<file path="config.mk">
export PLATFORM = sky130hd
export DESIGN_NAME = gknms_ram
export DESIGN_NICKNAME = d
export VERILOG_FILES = /design/src/gknms_ram.sv
export SDC_FILE = /design/constraint.sdc
export NUM_CORES = 2
export LEC_CHECK = 0
export ABC_CLOCK_PERIOD_IN_PS = 4300
export BUFFER_PORTS_ARGS = -buffer_cell sky130_fd_sc_hd__buf_2
export CAP_MARGIN = 10
export CORE_ASPECT_RATIO = 1.1
export CORE_MARGIN = 2
export CORE_UTILIZATION = 25
export DETAILED_ROUTE_END_ITERATION = 8
export MAX_ROUTING_LAYER = met4
export PLACE_DENSITY = 0.39
export SLEW_MARGIN = 15
export SYNTH_ARGS = -nofsm -noshare
export SYNTH_HDL_FRONTEND = slang
export SYNTH_SLANG_ARGS = --single-unit
</file>
<file path="constraint.sdc">
create_clock -name aclk -period 4.3 [get_ports aclk]
set_input_delay 0.86 -clock aclk [delete_from_list [all_inputs] [get_ports aclk]]
set_output_delay 0.86 -clock aclk [all_outputs]
set_load 0.02 [all_outputs]
</file>
<file path="src/gknms_ram.sv">
module gknms_ram #(
    parameter int WIDTH = 8,
    parameter int DEPTH = 256,
    localparam int AW = (DEPTH > 1) ? $clog2(DEPTH) : 1
) (
    input  logic             aclk,
    input  logic             wr_en,
    input  logic [AW-1:0]    wr_addr,
    input  logic [WIDTH-1:0] wr_data,
    input  logic [AW-1:0]    rd_addr,
    output logic [WIDTH-1:0] rd_data
);

    logic [WIDTH-1:0] mem [DEPTH];

    always_ff @(posedge aclk) begin
        if (wr_en) begin
            mem[wr_addr] <= wr_data;
        end
        rd_data <= mem[rd_addr];
    end

endmodule

</file>
==> summary.txt <==
Run
  • Max-cap viol count: 0

Power
  • Combinational Power Share: 5.3%
  • Internal: 0.0332 W
  • Worst vdd ir: 0.327 mV
  • Total power: 0.0426 W
  • Pwr dens: 455 nW/µm²
  • Switch Pwr: 0.00944 W
  • Clock share of power: 42.8%
  • Leakage: 28.8 nW
  • Seq pwr share: 51.9%
  • Switch share: 22.2%

Setup path
  • RR Endpoint: rd_data[5]
  • Critical Path Start Type: primary input
  • Top cell by count, worst path: buf_4
  • Crit Path Class: in2reg
  • CP top delay family: compound AO/OA/AOI/OAI gates
  • WP data required: 5.02 ns
  • Critical Path Sink: rd_data[5]
  • Critical path, cell by cell: buf_8, buf_4, mux4_2, a22o_1, a221oi_1, o32ai_1, nor3_1, buf_4, nor4_1
  • Crit path depth: 9
  • Worst-case reg-to-reg path depth: 7
  • R2R Setup Slk: 1.13 ns
  • Max incr delay on CP: 0.66 ns
  • FF-to-FF Start: mem[83][5]
  • Setup crit start: rd_addr[0]
  • Crit Path Max Fanout: 14
  • Crit end category: register
  • Arr. time, crit path: 4.12 ns
  • WP buf/inv: 3
  • Max stage delay cell, worst path: nor3_1

Floorplanning
  • Die area: 323,000 µm²
  • Row count: 217
  • CORE AREA: 317,000 µm²
  • Die Y: 596 µm
  • Die X: 542 µm
  • Starting Density: 25.1%
  • IO Count: 34

Global route
  • Antenna violations before repair: 19
  • First-pass GRT wire length: 333,000 µm
  • Vias in the first global route: 40,500
  • GR peak layer: met2
  • GR Overflow Total: 0
  • Met1 Resource Use GR: 19.4%
  • Grt met3 use: 1.79%
  • Total track usage: 15.0%
  • Largest net degree at the start of global routing: 119
  • GR met2 Demand/Resource: 25.2%

Timing
  • Fmax: 295 MHz
  • Hold slack: 0.435 ns
  • Period utilisation layout: 78.9%
  • Skew final: 0.0556 ns
  • RSZ-0062 raised after global routing: no
  • Max-slew violations: 0
  • Slew @ Worst Pin: 1.14 ns
  • Final min period: 3.39 ns
  • Setup violations, final: 0
  • Fin. Hold Viols: 0
  • Worst slew margin: 23.8%

Synth
  • Multiplexer share of the synthesized area: 14.6%
  • Yosys top cell area share: 77.3%
  • Synth Net Count: 3,759
  • Syn avg cell area: 21.3 µm²
  • Synth area leaders: edfxtp_1 77%, mux4_2 13%, mux2i_1 1.7%
  • Post-Synth Adder-Cell Area: 0%
  • Synth warn: 0
  • Post-synth EDFFs: 2,048
  • Post-Synth Simple-Gate Area: 2.63%
  • Top_reg_cell synth: edfxtp_1
  • Largest family of logic cells by synthesized area: multiplexers
  • Seq/Total Area, Yosys: 77.5%
  • Mapped Cells: 3,733
  • Post-Synth XOR/XNOR Area: 0%
  • Compound-Gate Fraction of Synth Area: 3.42%
  • Count of different cell masters after synthesis: 55
  • Cell Area, Synth: 79,600 µm²
  • Seq cells post-synth: 2,056
  • Area leader, netlist: edfxtp_1
  • FFs w/ async S/R, synth: 0%

Clocking
  • Clk buf depth: 4
  • TritonCTS clock tree: yes
  • # H-tree levels: 4
  • Clk sink count: 2,056
  • Clock Pin Slew Worst Setup and Hold Paths: 0.06 ns
  • Worst skew pair latency: 0.89 ns
  • Hold buffer count at CTS: 0
  • CTS Buf Count: 223
  • Post-CTS Setup Bufs: 0
  • Root buf cell: clkbuf_16
  • Resized Gates After CTS: 0

Placement
  • Port Buf Inserts: 33
  • DP Area: 86,900 µm²
  • Routability cong.: 0.773
  • Placed Cells: 8,050
  • Final HPWL DP: 153,000 µm

Routing
  • Initial DRC Count: 3,364
  • Vias per std cell: 4.57
  • DRC: 0
  • Final wirelength: 238,000 µm
  • Initial DRT Pass Iterations: 5
  • Mean routed wirelength per cell: 28.1 µm
  • Via count: 38,700
  • Antenna Nets Post-Route: 0

Layout
  • Layout cells sized above 1: 27.1%
  • Area growth, synth to finish: 17.8%
  • Fin util: 29.6%
  • Final net count: 4,140
  • Final instance area: 93,700 µm²
  • Commonest cells after routing, fill and taps aside: 2,048 x edfxtp_1, 454 x mux4_2, 314 x buf_4
  • Fin cells: 8,461
  • Most common cell after layout, fill and taps aside: edfxtp_1

Worst hold path
  • Hold Path Class: in2reg

Status
  • Run status: completed
-- per-stage QoR --
step / worst slack, ns / TNS [ns]
2_1_floorplan: 1.50 / 0
3_3_place_gp: -0.0173 / -0.0217
3_5_place_dp: -0.0711 / -0.134
4_1_cts: 0.894 / 0
5_1_grt: 0.858 / 0
6_report: 0.907 / 0
-- cell type report --
| class | count | area, µm² |
|---|---|---|
| multi-input cells | 1442 | 16600 |
| clock buffers | 270 | 5800 |
| well taps | 4161 | 5210 |
| diodes | 9 | 22.5 |
| clock inverters | 132 | 1010 |
| repair buffers | 389 | 3490 |
| inverters | 2 | 7.51 |
| fillers | 30900 | 223000 |
| flip-flops and latches | 2056 | 61700 |
-- logic make-up after synthesis --
logic type	count (synthesis)
DFF	2056
muxes	591
and+or+nand+nor	466
AOI/OAI and AO/OA	385
buffers and inverters	235
-- routing by layer --
| metal | part of all wire (%) | vias to the layer above | routed length (µm) |
|---|---|---|---|
| met1 | 44 | 21100 | 104000 |
| met4 | 1.9 | 0 | 4550 |
| met5 | 0 | - | 0 |
| li1 | - | 16500 | - |
| met2 | 51 | 803 | 120000 |
| met3 | 3.7 | 306 | 8860 |
-- worst min path at each step --
stage / from / endpoint / slack (ns) / depth (start not counted)
after CTS: wr_data[1] / mem[70][1] / 0.37 / 1
after detailed placement: mem[33][5] / rd_data[5] / 1.08 / 7
after global routing: wr_data[1] / mem[68][1] / 0.40 / 1
final: wr_data[1] / mem[68][1] / 0.44 / 1
after global placement: mem[32][5] / rd_data[5] / 1.05 / 7
after floorplan: mem[40][3] / rd_data[3] / 0.77 / 6
-- cells in the mapped netlist (16+ instances only) --
| library cell | number |
|---|---|
| o221ai_1 | 46 |
| mux2i_1 | 134 |
| nand2_1 | 33 |
| mux4_2 | 454 |
| a21oi_1 | 96 |
| buf_4 | 27 |
| buf_2 | 31 |
| clkbuf_1 | 111 |
| edfxtp_1 | 2048 |
| nor2b_1 | 31 |
| buf_6 | 21 |
| buf_1 | 22 |
| o22ai_1 | 28 |
| nor3_1 | 22 |
| a22oi_1 | 133 |
| nand3_1 | 34 |
| nor2_1 | 282 |
| a211oi_1 | 16 |
| nor4_1 | 24 |
-- power groups by stage --
stage / sequential, W / clock, W / combinational (W)
after floorplan: 0.0226 / 0 / 0.00107
after global placement: 0.0226 / 0 / 0.00230
after detailed placement: 0.0226 / 0 / 0.00231
after CTS: 0.0222 / 0.0188 / 0.00231
after global routing: 0.0221 / 0.0195 / 0.00238
final: 0.0221 / 0.0182 / 0.00224
-- registers in the layout, indices dropped and copies added, names as in the netlist --
name     count
mem       2048
rd_data      8
Note: power is estimated with default switching activity, not from simulation.
